### src/rtl/nudge_peak_detector_assert.svh
// assertion macros shared by the nudge peak detector rtl
`ifndef NUDGE_PEAK_DETECTOR_ASSERT_SVH
`define NUDGE_PEAK_DETECTOR_ASSERT_SVH

// same-cycle implication
`define NPD_ASSERT_SAME(label, clk, rst_n, ante, cons) \
    label: assert property (@(posedge clk) disable iff (!rst_n) (ante) |-> (cons)) \
        else $error("nudge peak detector assertion failed");

// next-cycle implication
`define NPD_ASSERT_NEXT(label, clk, rst_n, ante, cons) \
    label: assert property (@(posedge clk) disable iff (!rst_n) (ante) |=> (cons)) \
        else $error("nudge peak detector assertion failed");

`endif

### src/rtl/npd_pkg.sv
// types, codes and widths shared by the nudge peak detector
package npd_pkg;

    localparam int ACCEL_WIDTH = 16;
    localparam int CMP_W       = (ACCEL_WIDTH > 16) ? ACCEL_WIDTH : 16;
    localparam int TRIG_W      = 15;
    localparam int MS_W        = 16;
    localparam int TIME_W      = 32;
    localparam int CFG_DATA_W  = 16;
    localparam int CFG_ADDR_W  = 3;

    typedef enum logic [0:0] {
        REQ_SAMPLE = 1'b0,
        REQ_EVAL   = 1'b1
    } t_req;

    typedef enum logic [1:0] {
        EV_NONE    = 2'd0,
        EV_PRESS   = 2'd1,
        EV_RELEASE = 2'd2
    } t_key_event;

    typedef enum logic [1:0] {
        DIR_NONE  = 2'd0,
        DIR_FWD   = 2'd1,
        DIR_LEFT  = 2'd2,
        DIR_RIGHT = 2'd3
    } t_key_dir;

    typedef enum logic [CFG_ADDR_W-1:0] {
        CFG_TRIG = 3'd0,
        CFG_REL  = 3'd1,
        CFG_COOL = 3'd2,
        CFG_HOLD = 3'd3
    } t_cfg_idx;

    typedef struct packed {
        logic [TRIG_W-1:0] trig;
        logic [TRIG_W-1:0] rel;
        logic [MS_W-1:0]   cool;
        logic [MS_W-1:0]   hold;
    } t_cfg;

    typedef struct packed {
        logic [ACCEL_WIDTH-1:0] mag;
        logic                   neg;
        logic                   pos;
    } t_lane_stat;

    typedef struct packed {
        t_key_event ev;
        t_key_dir   dir;
        logic       nudging;
    } t_result;

endpackage

### src/rtl/npd_axis_lane.sv
// per-axis peak tracker with magnitude compare
module npd_axis_lane (
    input  logic                                i_clk,
    input  logic                                i_rst_n,
    input  logic                                i_sample_en,
    input  logic                                i_clear,
    input  logic signed [npd_pkg::ACCEL_WIDTH-1:0] i_acc,
    output npd_pkg::t_lane_stat                 o_stat
);
    import npd_pkg::*;

    logic signed [ACCEL_WIDTH-1:0] r_peak;
    logic signed [ACCEL_WIDTH-1:0] n_peak;
    logic        [ACCEL_WIDTH-1:0] peak_mag;
    logic        [ACCEL_WIDTH-1:0] acc_mag;

    // magnitude of the most negative value wraps to its exact unsigned value
    assign peak_mag = r_peak[ACCEL_WIDTH-1] ? (~r_peak + 1'b1) : r_peak;
    assign acc_mag  = i_acc[ACCEL_WIDTH-1]  ? (~i_acc + 1'b1)  : i_acc;

    always_comb begin
        n_peak = r_peak;
        if (i_clear) begin
            n_peak = '0;
        end else if (i_sample_en && (acc_mag > peak_mag)) begin
            n_peak = i_acc;
        end
    end

    always_ff @(posedge i_clk) begin
        if (!i_rst_n) begin
            r_peak <= '0;
        end else begin
            r_peak <= n_peak;
        end
    end

    assign o_stat.mag = peak_mag;
    assign o_stat.neg = r_peak[ACCEL_WIDTH-1];
    assign o_stat.pos = !r_peak[ACCEL_WIDTH-1] && (r_peak != '0);

endmodule

### src/rtl/npd_merge.sv
// merge stage: trigger, direction and release decision over both lanes
`include "nudge_peak_detector_assert.svh"

module npd_merge (
    input  logic                               i_clk,
    input  logic                               i_rst_n,
    input  logic                               i_eval_en,
    input  logic [npd_pkg::TIME_W-1:0]         i_time_ms,
    input  npd_pkg::t_cfg                      i_cfg,
    input  npd_pkg::t_lane_stat                i_lane_x,
    input  npd_pkg::t_lane_stat                i_lane_y,
    output npd_pkg::t_result                   o_result
);
    import npd_pkg::*;

    logic              r_active;
    logic              n_active;
    t_key_dir          r_held_dir;
    t_key_dir          n_held_dir;
    logic [TIME_W-1:0] r_last_ms;
    logic [TIME_W-1:0] n_last_ms;

    logic [TIME_W-1:0] elapsed;
    logic [CMP_W-1:0]  mx;
    logic [CMP_W-1:0]  my;
    logic [CMP_W-1:0]  trig_ext;
    logic [CMP_W-1:0]  rel_ext;
    logic              above;
    logic              below;
    logic              trig_fire;
    logic              rel_fire;
    t_key_dir          new_dir;

    assign elapsed  = i_time_ms - r_last_ms;
    assign mx       = CMP_W'(i_lane_x.mag);
    assign my       = CMP_W'(i_lane_y.mag);
    assign trig_ext = CMP_W'(i_cfg.trig);
    assign rel_ext  = CMP_W'(i_cfg.rel);
    assign above    = (mx > trig_ext) || (my > trig_ext);
    assign below    = (mx < rel_ext) && (my < rel_ext);

    assign trig_fire = i_eval_en && above && !r_active
                       && (elapsed > TIME_W'(i_cfg.cool));
    assign rel_fire  = i_eval_en && !trig_fire && r_active && below
                       && (elapsed > TIME_W'(i_cfg.hold));

    // y wins ties
    always_comb begin
        if (my >= mx) begin
            new_dir = i_lane_y.pos ? DIR_FWD : DIR_NONE;
        end else begin
            new_dir = i_lane_x.neg ? DIR_LEFT : DIR_RIGHT;
        end
    end

    always_comb begin
        n_active   = r_active;
        n_held_dir = r_held_dir;
        n_last_ms  = r_last_ms;
        if (trig_fire) begin
            n_active   = 1'b1;
            n_held_dir = new_dir;
            n_last_ms  = i_time_ms;
        end else if (rel_fire) begin
            n_active   = 1'b0;
            n_held_dir = DIR_NONE;
        end
    end

    always_comb begin
        o_result.ev      = EV_NONE;
        o_result.dir     = DIR_NONE;
        o_result.nudging = n_active;
        if (trig_fire && (new_dir != DIR_NONE)) begin
            o_result.ev  = EV_PRESS;
            o_result.dir = new_dir;
        end else if (rel_fire && (r_held_dir != DIR_NONE)) begin
            o_result.ev  = EV_RELEASE;
            o_result.dir = r_held_dir;
        end
    end

    always_ff @(posedge i_clk) begin
        if (!i_rst_n) begin
            r_active   <= 1'b0;
            r_held_dir <= DIR_NONE;
            r_last_ms  <= '0;
        end else begin
            r_active   <= n_active;
            r_held_dir <= n_held_dir;
            r_last_ms  <= n_last_ms;
        end
    end

    `NPD_ASSERT_NEXT(a_trig_sets_state, i_clk, i_rst_n, trig_fire, r_active && (r_last_ms == $past(i_time_ms)))
    `NPD_ASSERT_NEXT(a_rel_clears_state, i_clk, i_rst_n, rel_fire, !r_active && (r_held_dir == DIR_NONE))
    `NPD_ASSERT_SAME(a_idle_no_dir, i_clk, i_rst_n, !r_active, r_held_dir == DIR_NONE)

endmodule

### src/rtl/nudge_peak_detector.sv
// nudge peak detector top level: config registers, two axis lanes, merge, output buffer
//
// Takes one beat per clock while o_in_ready is high: a sample beat updates the
// signed X and Y peaks, an evaluate beat decides on a key press or release and
// clears both peaks. Every input beat yields exactly one result beat; the merge
// decides combinationally from the registered lane peaks, and the result is
// written into the output buffer when the beat is accepted. A two-entry output
// buffer lets beats keep flowing while a result waits, so o_in_ready drops only
// when both entries are full. Configuration writes should be made while idle.
`include "nudge_peak_detector_assert.svh"

module nudge_peak_detector (
    input  logic                                   i_clk,
    input  logic                                   i_rst_n,
    input  logic                                   i_cfg_wen,
    input  logic [npd_pkg::CFG_ADDR_W-1:0]         i_cfg_addr,
    input  logic [npd_pkg::CFG_DATA_W-1:0]         i_cfg_wdata,
    input  logic                                   i_in_valid,
    output logic                                   o_in_ready,
    input  logic                                   i_req_type,
    input  logic signed [npd_pkg::ACCEL_WIDTH-1:0] i_acc_x,
    input  logic signed [npd_pkg::ACCEL_WIDTH-1:0] i_acc_y,
    input  logic [npd_pkg::TIME_W-1:0]             i_time_ms,
    output logic                                   o_out_valid,
    input  logic                                   i_out_ready,
    output logic [1:0]                             o_key_event,
    output logic [1:0]                             o_key_dir,
    output logic                                   o_nudging
);
    import npd_pkg::*;

    t_cfg       r_cfg;
    t_lane_stat lane_x;
    t_lane_stat lane_y;
    t_result    result;

    t_result    r_buf [2];
    logic       r_wr_ptr;
    logic       r_rd_ptr;
    logic [1:0] r_count;
    logic [1:0] n_count;

    logic       push;
    logic       pop;
    logic       sample_en;
    logic       eval_en;

    assign o_in_ready  = (r_count != 2'd2);
    assign o_out_valid = (r_count != 2'd0);
    assign push        = i_in_valid && o_in_ready;
    assign pop         = o_out_valid && i_out_ready;
    assign sample_en   = push && (t_req'(i_req_type) == REQ_SAMPLE);
    assign eval_en     = push && (t_req'(i_req_type) == REQ_EVAL);

    always_ff @(posedge i_clk) begin
        if (!i_rst_n) begin
            r_cfg.trig <= TRIG_W'(4000);
            r_cfg.rel  <= TRIG_W'(2000);
            r_cfg.cool <= MS_W'(500);
            r_cfg.hold <= MS_W'(100);
        end else if (i_cfg_wen) begin
            unique case (t_cfg_idx'(i_cfg_addr))
                CFG_TRIG: r_cfg.trig <= i_cfg_wdata[TRIG_W-1:0];
                CFG_REL:  r_cfg.rel  <= i_cfg_wdata[TRIG_W-1:0];
                CFG_COOL: r_cfg.cool <= i_cfg_wdata[MS_W-1:0];
                CFG_HOLD: r_cfg.hold <= i_cfg_wdata[MS_W-1:0];
                default: begin
                end
            endcase
        end
    end

    npd_axis_lane u_lane_x (
        .i_clk       (i_clk),
        .i_rst_n     (i_rst_n),
        .i_sample_en (sample_en),
        .i_clear     (eval_en),
        .i_acc       (i_acc_x),
        .o_stat      (lane_x)
    );

    npd_axis_lane u_lane_y (
        .i_clk       (i_clk),
        .i_rst_n     (i_rst_n),
        .i_sample_en (sample_en),
        .i_clear     (eval_en),
        .i_acc       (i_acc_y),
        .o_stat      (lane_y)
    );

    npd_merge u_merge (
        .i_clk     (i_clk),
        .i_rst_n   (i_rst_n),
        .i_eval_en (eval_en),
        .i_time_ms (i_time_ms),
        .i_cfg     (r_cfg),
        .i_lane_x  (lane_x),
        .i_lane_y  (lane_y),
        .o_result  (result)
    );

    // result buffer
    always_comb begin
        n_count = r_count;
        if (push && !pop) begin
            n_count = r_count + 2'd1;
        end else if (pop && !push) begin
            n_count = r_count - 2'd1;
        end
    end

    always_ff @(posedge i_clk) begin
        if (push) begin
            r_buf[r_wr_ptr] <= result;
        end
    end

    always_ff @(posedge i_clk) begin
        if (!i_rst_n) begin
            r_wr_ptr <= 1'b0;
            r_rd_ptr <= 1'b0;
            r_count  <= 2'd0;
        end else begin
            r_count <= n_count;
            if (push) begin
                r_wr_ptr <= !r_wr_ptr;
            end
            if (pop) begin
                r_rd_ptr <= !r_rd_ptr;
            end
        end
    end

    assign o_key_event = r_buf[r_rd_ptr].ev;
    assign o_key_dir   = r_buf[r_rd_ptr].dir;
    assign o_nudging   = r_buf[r_rd_ptr].nudging;

    `NPD_ASSERT_NEXT(a_count_grows, i_clk, i_rst_n, push && !pop, r_count == ($past(r_count) + 2'd1))
    `NPD_ASSERT_SAME(a_press_nudging, i_clk, i_rst_n, o_out_valid && (o_key_event == EV_PRESS), o_nudging && (o_key_dir != DIR_NONE))
    `NPD_ASSERT_SAME(a_release_idle, i_clk, i_rst_n, o_out_valid && (o_key_event == EV_RELEASE), !o_nudging && (o_key_dir != DIR_NONE))

endmodule

### config.mk
export PLATFORM = sky130hd
export DESIGN_NAME = nudge_peak_detector
export DESIGN_NICKNAME = d
export VERILOG_FILES = /design/src/rtl/npd_pkg.sv /design/src/rtl/npd_axis_lane.sv /design/src/rtl/npd_merge.sv /design/src/rtl/nudge_peak_detector.sv
export VERILOG_INCLUDE_DIRS = /design/src /design/src/rtl
export SDC_FILE = /design/constraint.sdc
export NUM_CORES = 1
export LEC_CHECK = 0
export BUFFER_PORTS_ARGS = -buffer_cell sky130_fd_sc_hd__buf_4
export CORE_MARGIN = 2
export CORE_UTILIZATION = 25
export DETAILED_ROUTE_END_ITERATION = 16
export SYNTH_ARGS = -nofsm -noshare
export SYNTH_HDL_FRONTEND = slang
export SYNTH_SLANG_ARGS = --single-unit
### constraint.sdc
create_clock -name i_clk -period 5.5 [get_ports i_clk]
set_clock_uncertainty 0.05 [all_clocks]
set_input_delay 0.55 -clock i_clk [delete_from_list [all_inputs] [get_ports i_clk]]
set_output_delay 0.55 -clock i_clk [all_outputs]
set_load 0.005 [all_outputs]
==> flow_summary.ini, run 1 <==
[pwr]
seqPwrFrac_pct = 31.3
p_sw_share_pct = 36.88
internal-power_uw = 2423
power.switching_uw = 1416
power_leakage_uw = 0.005743
power.clock.fraction_pct = 30.9
powerDensity_nw_per_um2 = 272.3
vdd_drop_max_mv = 0.1998
comb_power_share_pct = 37.8

[timing]
slew_viol_final = 0
rsz0062_at_grt = false
period_needed_ns = 4.685
fmax_mhz = 213.5
finalSetupViolations = 0
period_share_pct = 85.18
worstMarginPinSlew_ns = 1.255
final_hold_viol_count = 0
tns_ns = 0
max_slew_margin_pct = 15.87

[setup_path]
crit_arrival_ns = 4.82
crit_path_end_kind = register
crit_fanout = 33
worst_path_largest_cell_delay_ns = 0.60
cp.required_ns = 5.64
crit_type = reg2reg
crit_path_cell_trace = or4_1, nor4_1, nand2b_1, o41a_1, xor2_1, ha_1, a21oi_1, nor2b_1, o31ai_1, a311o_1, buf_4, nor2_2, a22o_1
crit_slowest_cell = or4_1
start_kind = register

[synth]
synth_cells = 1556
synth_ff_type = dfxtp_1
yosys-top-cells-area = dfxtp_1 22%, ha_1 18%, nand2_1 7.4%, a21oi_1 5.7%, inv_1 4.2%
ys_seq_elements = 144
synth_top_area_share_pct = 22.05
ys_async_sr_fraction_pct = 0
synth_compound_area_share_pct = 22.66
ys_seq_area_share_pct = 24.52
synth_top_area_cell = dfxtp_1
syn-cell-area_um2 = 12160
synthMuxAreaShare_pct = 3.343
synth-adder-area-share_pct = 18.06
synth_top_family_by_area = compound AO/OA/AOI/OAI gates
synth_edf_count = 10
syn_nets = 1820
yosys_warnings = 0
syn_avg_cell_area_um2 = 7.818
synthSimpleGateAreaFrac_pct = 19.48
synthXorXnorAreaFrac_pct = 5.328
synth.distinct_cells = 77

[die]
initial_core_util_pct = 25.42
core-area_um2 = 47850
fp.dieArea_um2 = 50440
pin_count = 96
die_h_um = 224.6
rows = 80
fp.dieW_um = 224.6

[final_layout]
drive_above_1_share_pct = 10.34
area_delta_synth_final_pct = 15.91
final_cells = 2249
layout_common_cells = 241 x nand2_1, 174 x ha_1, 137 x a21oi_1, 136 x inv_1, 134 x dfxtp_1
nets = 1885
diodes = 0
mostFrequentLayoutCell = nand2_1
fillers = 5190

[detailed_routing]
wirelength_um = 35830
post_drt_via_cell_ratio = 4.979
first_pass_iters = 5
wl_met1_um = 16770
wl_met3_um = 1403
drt_iter0_markers = 682
wl_per_cell_um = 15.93
via_count = 11197
final_antenna_net_count = 0
highest_layer = met4
drc = 0
met2_length_um = 17090

[clocking]
numCtsBuffers = 17
cts.sinks = 144
cts_root_buf = clkbuf_16
cts-resized-gates = 0
cts_tree = yes
hold_buffers = 0
clk_latency_ns = 0.45
cts.clk_slew.worst_paths_ns = 0.07
htree_levels = 4
post_cts_buffers = 0
cts.path.max_buffers = 2

[flow_run]
cap_violations = 0

[global_routing]
grt_antenna_before_repair = 0
grt_max_degree = 82
grt_pass1_vias = 10688
grt_pass1_wl_um = 56640
grt.total_usage_pct = 14.13
globalRoute.totalOverflow = 0

[placement]
dp.final_hpwl_um = 28510
gp_congestion = 0.9267
numPortBuffers = 95
dpl.cell_count = 2217

[outcome]
status = finished clean

[min_path]
hold_path_class = in2reg
[kinds of logic (layout without fill, tap and decap cells)]
logic type,count (synthesis),after routing
flip-flops,144,144
multiplexers,40,40
adder cells (fa/ha/maj),175,175
AND/OR/NAND/NOR,497,497
buffers and inverters,200,278
XOR/XNOR,74,74
AO/OA/AOI/OAI,426,426
[Yosys cell counts (all sizes together), types with 17 or more instances]
library cell and n:
xor2 17, mux2i 35, o21a 24, nand2 242, dfxtp 134, nand2b 22
inv 137, nor2 58, o211ai 28, nand4 28, xnor2 57, a21oi 138
nor2b 19, a21o 57, o21ai 85, clkbuf 50, ha 174, nand3 52
[flip-flops by register name, indices dropped and copies added, names as in the netlist, named ones only]
signal              count
r_wr_ptr                1
r_rd_ptr                1
r_cfg                  62
u_merge.r_last_ms      32
u_merge.r_active        1
u_lane_x.r_peak        16
u_lane_y.r_peak        16
u_merge.r_held_dir      2
r_buf                  10
r_count                 2
[worst paths after layout]
kind / endpoint / cells past startpoint / slack, ns / from
setup reg to reg: r_buf[0][2] / 13 / 0.82 / u_lane_y.r_peak[3]
setup / recovery: r_buf[0][2] / 13 / 0.82 / u_lane_y.r_peak[3]
hold reg to reg: r_cfg[8] / 2 / 0.41 / r_cfg[8]
hold / removal: r_cfg[23] / 3 / 0.31 / i_cfg_wdata[7]
[power by group through the flow]
stage,Sequential (uW),Clock [uW],Combinational [uW]
floorplan,1200,0,1030
global placement,1220,0,1400
detailed placement,1230,0,1440
CTS,1200,1210,1450
global route,1210,1260,1620
finish,1200,1190,1450
[worst max-delay path, delay by kind of cell, from the launching register on]
family | cells | cell delay [ns]
flops | 1 | 0.36
xor+xnor | 1 | 0.37
simple gates | 5 | 1.33
compound gates | 5 | 1.61
buf+inv | 1 | 0.37
fa+ha+maj | 1 | 0.33
[layout make-up]
cell class                 count  area [um2]  share of cell area [%]
multi-input combinational   1212        8418                   59.70
sequential                   144        2983                   21.16
timing repair buffer         109       818.3                   5.804
tap                          615       769.5                   5.457
inverter                     137       514.2                   3.647
clock buffer                  20       489.2                   3.470
clock inverter                12       107.6                  0.7632
[metal layers]
| layer | up-vias | global-route usage (%) |
|---|---|---|
| li1 | 5651 | - |
| met1 | 5286 | 18.58 |
| met2 | 223 | 23.92 |
| met3 | 37 | 2.378 |
| met4 | 0 | 3.653 |
| met5 | - | 0 |
[per-stage QoR]
stage / instance area [um2] / hold slack [ns] / util [%] / power (uW) / setup slack (ns)
after floorplan: 12160 / 0.3863 / - / 2237 / 1.160
after global placement: 13500 / 0.3948 / 28.22 / 2622 / 0.7068
after detailed placement: 13500 / 0.3984 / 28.22 / 2663 / 0.6230
after CTS: 14100 / 0.2920 / 29.47 / 3859 / 0.7935
after global routing: 14100 / 0.3122 / 29.47 / 4096 / 0.5443
final: 14100 / 0.3100 / 29.47 / 3839 / 0.8152
(Power assumes the default switching activity.)
==> run 2, diff against run 1 <==
- MAX_ROUTING_LAYER: unset -> met4
==> run 2 against run 1 <==
  * Via count rose by 0.24%
  * Utilization barely moved
  * Combinational power hardly changed
  * Register-to-register slack lost 0.03 ns
  * Sequential power about the same
  * Count of clock-buffer cells in the layout fell by 3
  * Critical path depth is the same
  * Worst hold slack improved by 0.0012 ns
  * Power decreased by 0.54%
  * Sequential cell count unchanged
  * Global-route usage grew 0.56 points
  * Critical path type unchanged
  * Critical endpoint unchanged
==> flow_summary.ini, run 2 (synthesis gave the netlist of run 1 again) <==
[outcome]
status = finished clean

[clocking]
cts.sinks = 144
numCtsBuffers = 17
post_cts_buffers = 0
hold_buffers = 0
clk_latency_ns = 0.45
cts.path.max_buffers = 2
cts_root_buf = clkbuf_16
cts.clk_slew.worst_paths_ns = 0.07
cts-resized-gates = 0
htree_levels = 4
cts_tree = yes

[final_layout]
layout_common_cells = 241 x nand2_1, 174 x ha_1, 137 x a21oi_1, 136 x inv_1, 134 x dfxtp_1
seq_area_um2 = 2983
fillers = 5121
nets = 1886
multi_input_area_um2 = 8418
largest_reg_flops = 62
area_delta_synth_final_pct = 15.80
mostFrequentLayoutCell = nand2_1
largestRegisters = r_cfg x62, u_merge.r_last_ms x32
regMostFlops = r_cfg
final_util_pct = 29.44
drive_above_1_share_pct = 10.40

[timing]
period_needed_ns = 4.716
period_share_pct = 85.74
rsz0062_at_grt = false
final_hold_viol_count = 0
fmax_mhz = 212.1
finalSetupViolations = 0
finalWorstSetupSlack_ns = 0.7842
tns_ns = 0
worstMarginPinSlew_ns = 1.232
slew_viol_final = 0
max_slew_margin_pct = 17.43

[min_path]
hold_path_class = in2reg
holdPathEnd = r_cfg[38]
min_from = i_cfg_wdata[6]
hold_depth = 3

[die]
core-area_um2 = 47850
fp.dieW_um = 224.6
die_h_um = 224.6
fp.dieArea_um2 = 50440
pin_count = 96
initial_core_util_pct = 25.42
rows = 80

[setup_path]
start_kind = register
crit_path_cell_trace = or4_1, nor4_1, nand2b_1, o41a_1, xor2_1, ha_1, a21oi_1, nor2b_1, o31ai_1, a311o_1, buf_4, nor2_2, a22o_1
crit_type = reg2reg
crit_buf_inv = 1
crit_fanout = 33
reg2reg_slack_ns = 0.78
r2r-end = r_buf[0][2]
crit_path_end_kind = register
reg2reg_from = u_lane_y.r_peak[3]
r2r_cells = 13
crit_slowest_cell = or4_1
cp.required_ns = 5.64
worst_path_largest_cell_delay_ns = 0.60
crit_arrival_ns = 4.86
critical-path-top-delay-family = compound AO/OA/AOI/OAI gates

[placement]
gp_congestion = 0.9128
dpl_worst_slack_ns = 0.6304
dp.final_hpwl_um = 28480
numPortBuffers = 95

[global_routing]
grt_pass1_wl_um = 57330
grt_max_degree = 83
grt_pass1_vias = 10769
globalRoute.totalOverflow = 0
grt.total_usage_pct = 14.69
grt_antenna_before_repair = 2

[flow_run]
cap_violations = 0

[detailed_routing]
drc = 0
post_drt_via_cell_ratio = 4.984
wirelength_um = 36050
final_antenna_net_count = 0
first_pass_iters = 5
wl_per_cell_um = 16.01
drt_iter0_markers = 801
via_count = 11224

[pwr]
p_total_uw = 3818
power_leakage_uw = 0.005747
powerDensity_nw_per_um2 = 271.1
vdd_drop_max_mv = 0.2337
## run 2: cell count changes in the layout (fill, tap and decap cells not counted)
cell        previous run  this run
clkinv_2               0         2
buf_4                109       110
bufinv_16              0         1
clkinvlp_4             2         0
inv_4                  0         2
clkbuf_16             19        17
diode_2                0         2
clkbuf_8               1         0
## run 2: power by group
part | total [uW] | switching, uW | internal [uW]
Clock | 1160 | 524 | 636
Combinational | 1460 | 832 | 623
Sequential | 1200 | 61.5 | 1140
## run 2: per-stage QoR
stage / cell area, um2 / hold WS, ns / instances
after CTS: 14080 / 0.2899 / 2250
after global placement: 13510 / 0.3941 / 2218
after global routing: 14090 / 0.3061 / 2252
after floorplan: 12160 / 0.3863 / 1556
after detailed placement: 13510 / 0.3993 / 2218
final: 14090 / 0.3112 / 2252
## run 2: cell type report
class	count	area share [%]
multi-input cells	1212	59.76
repair buffers	110	5.863
inverters	137	3.651
clock buffers	17	3.020
flip-flops and latches	144	21.18
clock inverters	15	1.030
well taps	615	5.463
diodes	2	0.03553
## run 2: worst max-delay path by stage
| stage | start | end | slack, ns | cells past startpoint |
|---|---|---|---|---|
| 5_1_grt | u_merge.r_last_ms[4] | u_merge.r_last_ms[14] | 0.51 | 21 |
| 2_1_floorplan | i_time_ms[4] | r_buf[0][1] | 1.16 | 19 |
| 3_5_place_dp | i_time_ms[0] | u_merge.r_last_ms[9] | 0.63 | 20 |
| 6_report | u_lane_y.r_peak[3] | r_buf[0][2] | 0.78 | 13 |
| 3_3_place_gp | i_time_ms[4] | u_merge.r_last_ms[4] | 0.64 | 21 |
| 4_1_cts | u_lane_y.r_peak[3] | r_buf[0][2] | 0.83 | 13 |
## run 2: per-layer routing
layer | vias up | GRT usage (%) | wire [um]
met3 | 39 | 2.456 | 1725
met2 | 263 | 23.67 | 16950
li1 | 5671 | - | -
met4 | 0 | 3.610 | 575
met5 | - | - | 0
met1 | 5251 | 19.16 | 16800
## run 2: worst register-to-register path: cells and delay by family (launching register included)
family	cells	cell delay [ns]
AOI/OAI and AO/OA	5	1.62
and+or+nand+nor	5	1.42
buffers and inverters	1	0.38
DFF	1	0.36
xor gates and xnor gates	1	0.32
adders and majority gates	1	0.32
